**src/tre_pkg.sv**
```systemverilog
// ----------------------------------------------------------------------------
// tre_pkg
// shared types and constants of the tcp retransmission timeout estimator
// ----------------------------------------------------------------------------
package tre_pkg;

  localparam int unsigned RtoW    = 18;
  localparam int unsigned RttW    = 22;
  localparam int unsigned RetryW  = 5;
  localparam int unsigned Q3W     = 26;
  localparam int unsigned CfgIdxW = 2;

  localparam logic [RetryW-1:0] RetryCap = 5'd31;

  // reset values
  localparam logic [RtoW-1:0]   MinRtoRst     = 18'd1000;
  localparam logic [RtoW-1:0]   MaxRtoRst     = 18'd240000;
  localparam logic [RetryW-1:0] MaxRetriesRst = 5'd12;
  localparam logic [Q3W-1:0]    SrttRst       = 26'd0;
  localparam logic [Q3W-1:0]    RttvarRst     = 26'd6000;
  localparam logic [RtoW-1:0]   RtoRst        = 18'd3000;

  typedef enum logic [CfgIdxW-1:0] {
    CFG_MIN_RTO     = 2'd0,
    CFG_MAX_RTO     = 2'd1,
    CFG_MAX_RETRIES = 2'd2
  } cfg_idx_e;

  typedef enum logic [1:0] {
    REQ_SAMPLE  = 2'd0,
    REQ_EXPIRE  = 2'd1,
    REQ_RESTART = 2'd2
  } req_e;

  typedef struct packed {
    logic [RtoW-1:0]   min_rto;
    logic [RtoW-1:0]   max_rto;
    logic [RetryW-1:0] max_retries;
  } cfg_t;

  typedef struct packed {
    logic [Q3W-1:0]    srtt_q3;
    logic [Q3W-1:0]    rttvar_q3;
    logic [RtoW-1:0]   rto;
    logic [RetryW-1:0] retries;
  } est_t;

endpackage

```
**src/tre_cfg_regs.sv**
```systemverilog
// ----------------------------------------------------------------------------
// tre_cfg_regs
// configuration registers: timeout clamps and retry limit
// ----------------------------------------------------------------------------
module tre_cfg_regs import tre_pkg::*; (
  input  logic               clk_i,
  input  logic               rst_ni,
  input  logic               cfg_we_i,
  input  logic [CfgIdxW-1:0] cfg_idx_i,
  input  logic [RtoW-1:0]    cfg_data_i,
  output cfg_t               cfg_o
);

  cfg_t cfg_q, cfg_d;

  always_comb begin
    cfg_d = cfg_q;
    if (cfg_we_i) begin
      unique case (cfg_idx_i)
        CFG_MIN_RTO:     cfg_d.min_rto     = cfg_data_i;
        CFG_MAX_RTO:     cfg_d.max_rto     = cfg_data_i;
        CFG_MAX_RETRIES: cfg_d.max_retries = cfg_data_i[RetryW-1:0];
        default:         cfg_d = cfg_q;
      endcase
    end
  end

  always_ff @(posedge clk_i or negedge rst_ni) begin
    if (!rst_ni) begin
      cfg_q.min_rto     <= MinRtoRst;
      cfg_q.max_rto     <= MaxRtoRst;
      cfg_q.max_retries <= MaxRetriesRst;
    end else begin
      cfg_q <= cfg_d;
    end
  end

  assign cfg_o = cfg_q;

endmodule

```
**src/tre_update.sv**
```systemverilog
// ----------------------------------------------------------------------------
// tre_update
// next estimator state and abort flag for one event
// ----------------------------------------------------------------------------
module tre_update import tre_pkg::*; (
  input  cfg_t            cfg_i,
  input  est_t            est_i,
  input  logic [1:0]      req_type_i,
  input  logic [RttW-1:0] rtt_ms_i,
  output est_t            est_o,
  output logic            abort_o
);

  logic signed [27:0] err;
  logic        [27:0] mag;
  logic signed [27:0] s_sum;
  logic signed [28:0] v_diff;
  logic signed [28:0] v_sum;
  logic        [Q3W-1:0] s_new;
  logic        [Q3W-1:0] v_new;
  logic        [28:0] t_sum;
  logic        [25:0] t_ms;
  logic        [RtoW-1:0] t_clamp;
  logic        [RetryW-1:0] retry_inc;
  logic        [RtoW:0] dbl;
  logic        [RtoW-1:0] dbl_cap;

  // mean and deviation update, shifts are floor divides by 8
  always_comb begin
    err    = $signed({3'b000, rtt_ms_i, 3'b000}) - $signed({2'b00, est_i.srtt_q3});
    mag    = err[27] ? 28'(-err) : 28'(err);
    s_sum  = $signed({2'b00, est_i.srtt_q3}) + (err >>> 3);
    s_new  = s_sum[Q3W-1:0];
    v_diff = $signed({1'b0, mag}) - $signed({3'b000, est_i.rttvar_q3});
    v_sum  = $signed({3'b000, est_i.rttvar_q3}) + (v_diff >>> 3);
    v_new  = v_sum[Q3W-1:0];
    t_sum  = {3'b000, s_new} + {1'b0, v_new, 2'b00};
    t_ms   = t_sum[28:3];
    if (t_ms > {8'd0, cfg_i.max_rto}) begin
      t_clamp = cfg_i.max_rto;
    end else if (t_ms < {8'd0, cfg_i.min_rto}) begin
      t_clamp = cfg_i.min_rto;
    end else begin
      t_clamp = t_ms[RtoW-1:0];
    end
  end

  // back-off path
  always_comb begin
    retry_inc = (est_i.retries != RetryCap) ? est_i.retries + 1'b1 : est_i.retries;
    dbl       = {est_i.rto, 1'b0};
    dbl_cap   = (dbl > {1'b0, cfg_i.max_rto}) ? cfg_i.max_rto : dbl[RtoW-1:0];
  end

  always_comb begin
    est_o   = est_i;
    abort_o = 1'b0;
    unique case (req_type_i)
      REQ_SAMPLE: begin
        est_o.srtt_q3   = s_new;
        est_o.rttvar_q3 = v_new;
        est_o.rto       = t_clamp;
      end
      REQ_EXPIRE: begin
        est_o.retries = retry_inc;
        if (retry_inc > cfg_i.max_retries) begin
          abort_o = 1'b1;
        end else begin
          est_o.rto = dbl_cap;
        end
      end
      REQ_RESTART: begin
        est_o.retries = '0;
      end
      default: begin
        est_o = est_i;
      end
    endcase
  end

endmodule

```
**src/tcp_rto_estimator.sv**
```systemverilog
// ----------------------------------------------------------------------------
// tcp_rto_estimator
// retransmission timeout estimator for one tcp connection
// ----------------------------------------------------------------------------
// usage
//   input channel (in_valid_i / in_ready_o) carries one event item: an rtt
//   sample, a timer expiry or a timer restart. every item yields exactly one
//   result item on the output channel (out_valid_o / out_ready_i) with the
//   timeout, smoothed rtt, retry count and abort flag after that event.
//   an item accepted into the input register is evaluated against the
//   estimator state and then lands in the result register, where it is
//   visible until taken; one item per cycle sustained while the receiver
//   does not stall. the rate is set by the single evaluate stage, whose
//   state update is combinational and commits as the item moves on, so
//   events can follow each other directly.
//   when the receiver stalls, the result register holds; the input register
//   still takes one more item, then in_ready_o drops until the result moves.
//   reset clears both registers to empty and loads the default clamps
//   (1000 ms / 240000 ms, 12 retries) and the initial estimator state
//   (srtt 0, rttvar 750 ms, timeout 3000 ms, no retries).
//   configuration writes (cfg_we_i, cfg_idx_i, cfg_data_i) take effect at
//   the next edge and are meant to happen while the block is idle.
// ----------------------------------------------------------------------------
module tcp_rto_estimator import tre_pkg::*; (
  input  logic               clk_i,
  input  logic               rst_ni,
  // configuration
  input  logic               cfg_we_i,
  input  logic [CfgIdxW-1:0] cfg_idx_i,
  input  logic [RtoW-1:0]    cfg_data_i,
  // event items
  input  logic               in_valid_i,
  output logic               in_ready_o,
  input  logic [1:0]         req_type_i,
  input  logic [RttW-1:0]    rtt_ms_i,
  // result items
  output logic               out_valid_o,
  input  logic               out_ready_i,
  output logic [RtoW-1:0]    rto_ms_o,
  output logic [RttW-1:0]    srtt_ms_o,
  output logic [RetryW-1:0]  retries_o,
  output logic               abort_o
);

  cfg_t cfg;

  // input register
  logic            s1_valid_q, s1_valid_d;
  logic [1:0]      s1_req_q;
  logic [RttW-1:0] s1_rtt_q;

  // estimator state
  est_t est_q, est_d, est_nxt;
  logic abort_nxt;

  // result register
  logic              out_valid_q, out_valid_d;
  logic [RtoW-1:0]   out_rto_q;
  logic [RttW-1:0]   out_srtt_q;
  logic [RetryW-1:0] out_retries_q;
  logic              out_abort_q;

  logic advance;
  logic load_in;

  tre_cfg_regs u_cfg (
    .clk_i      (clk_i),
    .rst_ni     (rst_ni),
    .cfg_we_i   (cfg_we_i),
    .cfg_idx_i  (cfg_idx_i),
    .cfg_data_i (cfg_data_i),
    .cfg_o      (cfg)
  );

  tre_update u_update (
    .cfg_i      (cfg),
    .est_i      (est_q),
    .req_type_i (s1_req_q),
    .rtt_ms_i   (s1_rtt_q),
    .est_o      (est_nxt),
    .abort_o    (abort_nxt)
  );

  // result register free or being drained this cycle
  assign advance    = !out_valid_q || out_ready_i;
  assign in_ready_o = !s1_valid_q || advance;
  assign load_in    = in_valid_i && in_ready_o;

  always_comb begin
    s1_valid_d  = s1_valid_q;
    out_valid_d = out_valid_q;
    est_d       = est_q;
    if (in_ready_o) begin
      s1_valid_d = in_valid_i;
    end
    if (advance) begin
      out_valid_d = s1_valid_q;
      // state commits only when the event moves into the result register
      if (s1_valid_q) begin
        est_d = est_nxt;
      end
    end
  end

  always_ff @(posedge clk_i or negedge rst_ni) begin
    if (!rst_ni) begin
      s1_valid_q      <= 1'b0;
      out_valid_q     <= 1'b0;
      est_q.srtt_q3   <= SrttRst;
      est_q.rttvar_q3 <= RttvarRst;
      est_q.rto       <= RtoRst;
      est_q.retries   <= '0;
    end else begin
      s1_valid_q  <= s1_valid_d;
      out_valid_q <= out_valid_d;
      est_q       <= est_d;
    end
  end

  // payload, no reset
  always_ff @(posedge clk_i) begin
    if (load_in) begin
      s1_req_q <= req_type_i;
      s1_rtt_q <= rtt_ms_i;
    end
    if (advance && s1_valid_q) begin
      out_rto_q     <= est_nxt.rto;
      out_srtt_q    <= est_nxt.srtt_q3[RttW+2:3];
      out_retries_q <= est_nxt.retries;
      out_abort_q   <= abort_nxt;
    end
  end

  assign out_valid_o = out_valid_q;
  assign rto_ms_o    = out_rto_q;
  assign srtt_ms_o   = out_srtt_q;
  assign retries_o   = out_retries_q;
  assign abort_o     = out_abort_q;

  // abort only when the reported count is past the limit
  a_abort_limit: assert property (@(posedge clk_i) disable iff (!rst_ni)
    out_valid_o && abort_o |-> retries_o > cfg.max_retries)
    else $error("abort flagged with retry count within limit");

  // input side only blocks behind a full input register and a stalled result
  a_ready_stall: assert property (@(posedge clk_i) disable iff (!rst_ni)
    !in_ready_o |-> s1_valid_q && out_valid_q && !out_ready_i)
    else $error("input stalled without a stalled result");

  // state held while the evaluate stage cannot move
  a_state_hold: assert property (@(posedge clk_i) disable iff (!rst_ni)
    !advance |=> $stable(est_q))
    else $error("estimator state changed during output stall");

  // mean and deviation stay below 2^25 ms/8
  a_q3_range: assert property (@(posedge clk_i) disable iff (!rst_ni)
    !est_q.srtt_q3[Q3W-1] && !est_q.rttvar_q3[Q3W-1])
    else $error("smoothed rtt or variance out of range");

endmodule

```
**config.mk**
```make
export PLATFORM = sky130hd
export DESIGN_NAME = tcp_rto_estimator
export DESIGN_NICKNAME = d
export VERILOG_FILES = /design/src/tre_pkg.sv /design/src/tre_cfg_regs.sv /design/src/tre_update.sv /design/src/tcp_rto_estimator.sv
export SDC_FILE = /design/constraint.sdc
export NUM_CORES = 1
export LEC_CHECK = 0
export ABC_AREA = 1
export BUFFER_PORTS_ARGS = -buffer_cell sky130_fd_sc_hd__buf_2
export CORE_ASPECT_RATIO = 0.75
export CORE_UTILIZATION = 55
export CTS_CLUSTER_SIZE = 10
export DETAILED_ROUTE_END_ITERATION = 16
export GPL_TIMING_DRIVEN = 1
export HOLD_SLACK_MARGIN = 0.08
export PLACE_DENSITY_LB_ADDON = 0.15
export SYNTH_ARGS = -nofsm -noshare
export SYNTH_HDL_FRONTEND = slang
export SYNTH_SLANG_ARGS = --single-unit
```
**constraint.sdc**
```tcl
create_clock -name clk_i -period 9.75 [get_ports clk_i]
set_input_delay 0 -clock clk_i [delete_from_list [all_inputs] [get_ports clk_i]]
set_output_delay 0 -clock clk_i [all_outputs]
set_load 0.005 [all_outputs]
```
# Word level (Yosys, flattened, before mapping)
# Cells that the tools add are included.
[word_totals] register_bits=188 input_bits=49 output_inout_bits=48
[classes] addsub=7 n_lt_le_gt_ge=4 n_eq_ne=5 n_mux=10 n_reduce_logical=13
[ops] operator="18-bit 2-to-1 mux" count=4
[ops] operator="51-bit 2-to-1 mux" count=1
[ops] operator="18-bit one-hot mux with 2 select lines" count=1
[ops] operator="26-bit by 28-bit adder with 29-bit output" count=1
[ops] operator="28-bit by 26-bit subtractor with 29-bit output" count=1
[ops] operator="28-bit 2-to-1 mux" count=1
[ops] operator="27-bit negation with 28-bit output" count=1
[ops] operator="25-bit by 26-bit subtractor with 27-bit output" count=1
[ops] operator="26-bit by 24-bit adder with 26-bit output" count=1
[ops] operator="26-bit adder" count=1
[ops] operator="26-bit by 18-bit > comparator with 1-bit output" count=1
[ops] operator="26-bit by 18-bit < comparator with 1-bit output" count=1
[ops] operator="19-bit by 18-bit > comparator with 1-bit output" count=1
[ops] operator="5-bit one-hot mux with 2 select lines" count=1
[ops] operator="2-bit AND reduction" count=4
[ops] operator="5-bit by 1-bit adder with 5-bit output (second input constant)" count=1
[ops] operator="5-bit > comparator" count=1
[ops] operator="5-bit 2-to-1 mux" count=1
[ops] operator="5-bit inequality test (second input constant)" count=1
[ops] operator="2-bit by 1-bit == test with 1-bit output (second input constant)" count=2
[ops] operator="2-bit == test (second input constant)" count=2
[ops] operator="2-bit logical NOT" count=2
[ops] operator="3-bit AND reduction" count=1
[ops] operator="1-bit logical AND" count=2
[ops] operator="other kinds (3)" count=5

# Longest topological paths before layout
[logic_depth] depth_word=10 mapped_depth=60 depth_no_buf=58

# Hierarchy
# From an unflattened synthesis, not the netlist that was laid out.
[unflattened] hier_cells=2415 area_unflattened_um2=17147.7
[modules_own_cells] module="tre_update" n_inst=1 cells_per_inst=1827 area_per_inst_um2=10219.8 seq_area_each_um2=0.0
[modules_own_cells] module="tcp_rto_estimator" n_inst=1 cells_per_inst=406 area_per_inst_um2=5192.5 seq_area_each_um2=4046.4
[modules_own_cells] module="tre_cfg_regs" n_inst=1 cells_per_inst=182 area_per_inst_um2=1735.4 seq_area_each_um2=1044.8

# Worst setup path after synthesis
# No wires, ideal clock.
[synth_timing] path_kind="reg2reg" start="register est_q[54] in the netlist's numbering" end="register est_q[20] in the netlist's numbering" arrival_ns=7.746 slack_ns=1.937 stages_incl_launch_ff=52 path_buffers=3 period_less_slack_ns=7.813 path_cell_list="dfrtp_1 inv_1 ha_1 nand2_1 inv_2 a21oi_2 nand2_1 nand2_1 nand2_1 nand3_1 inv_1 nor2_2 clkbuf_1 nand2_1 xor2_1 inv_1 ha_1 a21oi_1 [16 not listed] nor3_1 a21oi_1 o21ai_0 xor2_1 ha_1 nand2_1 nor2_1 a211oi_1 o21ai_0 a21oi_1 clkbuf_1 clkbuf_1 nand4_1 nand3_1 nand2_1 nand2_2 nand2_1 nand2_1"
[synth_lines] element="start: declaration" line="tcp_rto_estimator.sv:53" rtl="est_t est_q, est_d, est_nxt;"
[synth_lines] element="start signal: assignment" line="tcp_rto_estimator.sv:116" rtl="est_q <= est_d;"

==> reports/summary.txt <==
Total CTS buffers: 17
Row cnt: 54
Clock sink total: 188
Area delta synth->final: 12.4%
HPWL Detailed: 40000 um
Core area: 29500 um2
DR vias: 16200
Share of cells above drive strength 1: 0.100
Layout Skew: 0.0161 ns
Num ports: 97
Worst r2r path cells: 47
Post-synth EDFFs: 70
Final period utilization: 0.930
Period minus WS final: 9.07 ns
Slew Viols, Final: 0
Critical-path maximum fanout: 19
Crit path kind: flop to flop
RD Place Congestion: 0.956
Worst EP arrival: 9.29 ns
GR Overflow Total: 0
Antenna violations before repair: 0
YS warnings: 0
Via density per instance: 5.67
Largest net degree at the start of global routing: 97
Die height: 153 um
Top_reg_cell synth: dfrtp_1
Syn nets: 2541
Worst setup EP type: flop
Sequential area share after synthesis: 0.305
Ant. Diodes: 0
Post-route ant nets: 0
Yosys cell types: 47
Initial Utilization: 0.566
Mapped Area: 16700 um2
Top cell type's share of synthesized area: 0.139
CP max stage delay: 0.48 ns
DRT Pass-1 Iters: 5
Flop2flop setup slack: 0.68 ns
Setup violation total in the final timing report: 0
Max_cap viols: 0
Total negative slack: 0 ns
Width of the die: 203 um
CP max-delay cell: o21ai_0
Startpoint Class: flop
Nets: 2681
DRC violation count after routing: 0
FF+latch count, synth: 188
Worst r2r src: est_q[53]
Status: finished, final reports clean
Clock input transition at the sequential cells of the worst setup and hold paths: 0.08 ns
GRT Overall Usage: 0.335
Synth async-reset ratio: 0.628
F_max: 0.110 GHz
Global-route wire length before repair: 80400 um
Final hold violation count: 0
Avg WL per Cell: 18.1 um
Worst Path Required: 9.97 ns
PortBufs: 96
H-tree levels: 4
CTS tree: done
Worst skew pair latency: 0.47 ns
Pin slew with the least headroom to its limit: 1.29 ns
Iter 0 DRT Violations: 1579
RSZ-0062 raised after global routing: false
Total die area: 31000 um2
Max Root-Sink Buffers: 2
Cell count after synthesis: 2307
Clock root buffer: clkbuf_16
Final WL: 51600 um
Fillcell total: 2624
Reg-to-Reg End: rto_ms_o[0]
Synth top area cells: nand2_1, ha_1, dfrtp_1
Worst Hold Class: primary input to asynchronous set/reset pin
Vias in the first global route: 14700
Relative slew margins: 0.138
Yosys top cell by area: nand2_1
Synth Area per Inst: 7.23 um2
Most used cell, CP: nand2_1
## metal layers
| metal | global-route usage | share of wire | vias up |
|---|---|---|---|
| li1 | - | - | 7915 |
| met5 | 0 | 0 | - |
| met2 | 0.469 | 0.40 | 636 |
| met4 | 0.0605 | 0.010 | 0 |
| met1 | 0.529 | 0.49 | 7599 |
| met3 | 0.0637 | 0.093 | 35 |
## flip-flops by register name, indices dropped and copies added (netlist names)
name and cells:
u_cfg.cfg_o 41, s1_rtt_q 22, est_q 75, retries_o 5
out_valid_o 1, abort_o 1, s1_valid_q 1, srtt_ms_o 22
rto_ms_o 18, s1_req_q 2
## how the worst max path moves through the flow
| stage | startpoint | end | slack [ns] | depth (start not counted) |
|---|---|---|---|---|
| after global placement | est_q[54] | rto_ms_o[0] | 0.42 | 47 |
| after detailed placement | est_q[54] | rto_ms_o[16] | 0.43 | 47 |
| after global routing | est_q[52] | est_q[21] | 0.02 | 50 |
| after floorplan | est_q[54] | est_q[20] | 1.94 | 51 |
| final | est_q[53] | rto_ms_o[0] | 0.68 | 47 |
| after CTS | est_q[53] | rto_ms_o[0] | 0.34 | 46 |
## worst max-delay path: cells and delay by family (launching register included)
| kind | cells | cell delay (ns) |
|---|---|---|
| compound gates | 11 | 2.65 |
| fa+ha+maj | 5 | 1.81 |
| xor+xnor | 4 | 1.05 |
| simple gates | 21 | 2.00 |
| buf+inv | 6 | 0.89 |
| flops | 1 | 0.40 |
## logic make-up after synthesis
kind of cell               synth area share
and+or+nand+nor                       0.246
AOI/OAI and AO/OA                     0.157
xor gates and xnor gates             0.0615
DFF                                   0.305
adders and majority gates             0.140
buffers and inverters                0.0894
## through the flow
stage / area (um2) / util / hold slack, ns / std cells / setup slack (ns)
2_1_floorplan: 16700 / - / -0.296 / 2307 / 1.94
3_3_place_gp: 17500 / 0.596 / 0.113 / 2765 / 0.418
3_5_place_dp: 17500 / 0.596 / 0.126 / 2765 / 0.430
4_1_cts: 18700 / 0.635 / 0.165 / 2851 / 0.343
5_1_grt: 18700 / 0.636 / 0.190 / 2852 / 0.0195
6_report: 18700 / 0.636 / 0.152 / 2852 / 0.679
## cell type report
class,count,area (um2),share of cell area
Timing Repair Buffer,164,1130,0.0602
Clock buffer,19,454,0.0242
Clock inverter,13,169,0.00901
Tap cell,392,490,0.0262
Sequential cell,188,5090,0.272
Inverter,343,1290,0.0689
Multi-Input combinational cell,1733,10100,0.540
## placed cells by master (no fill, tap or decap), types with 38 or more instances in the layout
cell           count
o21ai_0          206
buf_2             95
nand3_1           91
xor2_1            77
dfrtp_1           89
ha_1             182
xnor2_1           38
nand2_1          616
nand4_1           44
dlygate4sd3_1     54
inv_1            334
edfxtp_1          70
nor2_1           106
a21oi_1          175
## synth_stat cells, types with 6 or more instances
library cell and instances:
inv_2 7, nand3b_1 12, o31ai_1 7, dfstp_2 29
xnor2_1 39, a31oi_1 9, o21ai_0 209, nand2_1 616
a21oi_2 12, inv_1 335, a21oi_1 175, nand4_1 44
nor2_1 107, nand3_1 91, nor2_2 11, nand2_2 29
edfxtp_1 70, clkbuf_1 29, ha_1 182, a21o_1 10
o211ai_1 22, dfrtp_1 89, nor3_1 25, buf_2 6
o21bai_1 17, xor2_1 78
## what timing repair did
item / 4_1_cts / 5_1_grt
gates resized for setup: 0 / 7
endpoints found under the hold margin: 121 / 0
buffers inserted: 0 / 1
hold buffers: 54 / 0
endpoints found under the setup margin: 0 / 36
Power is not shown: default switching activity piles up to over one toggle a cycle in this logic, so the estimate is an artifact.
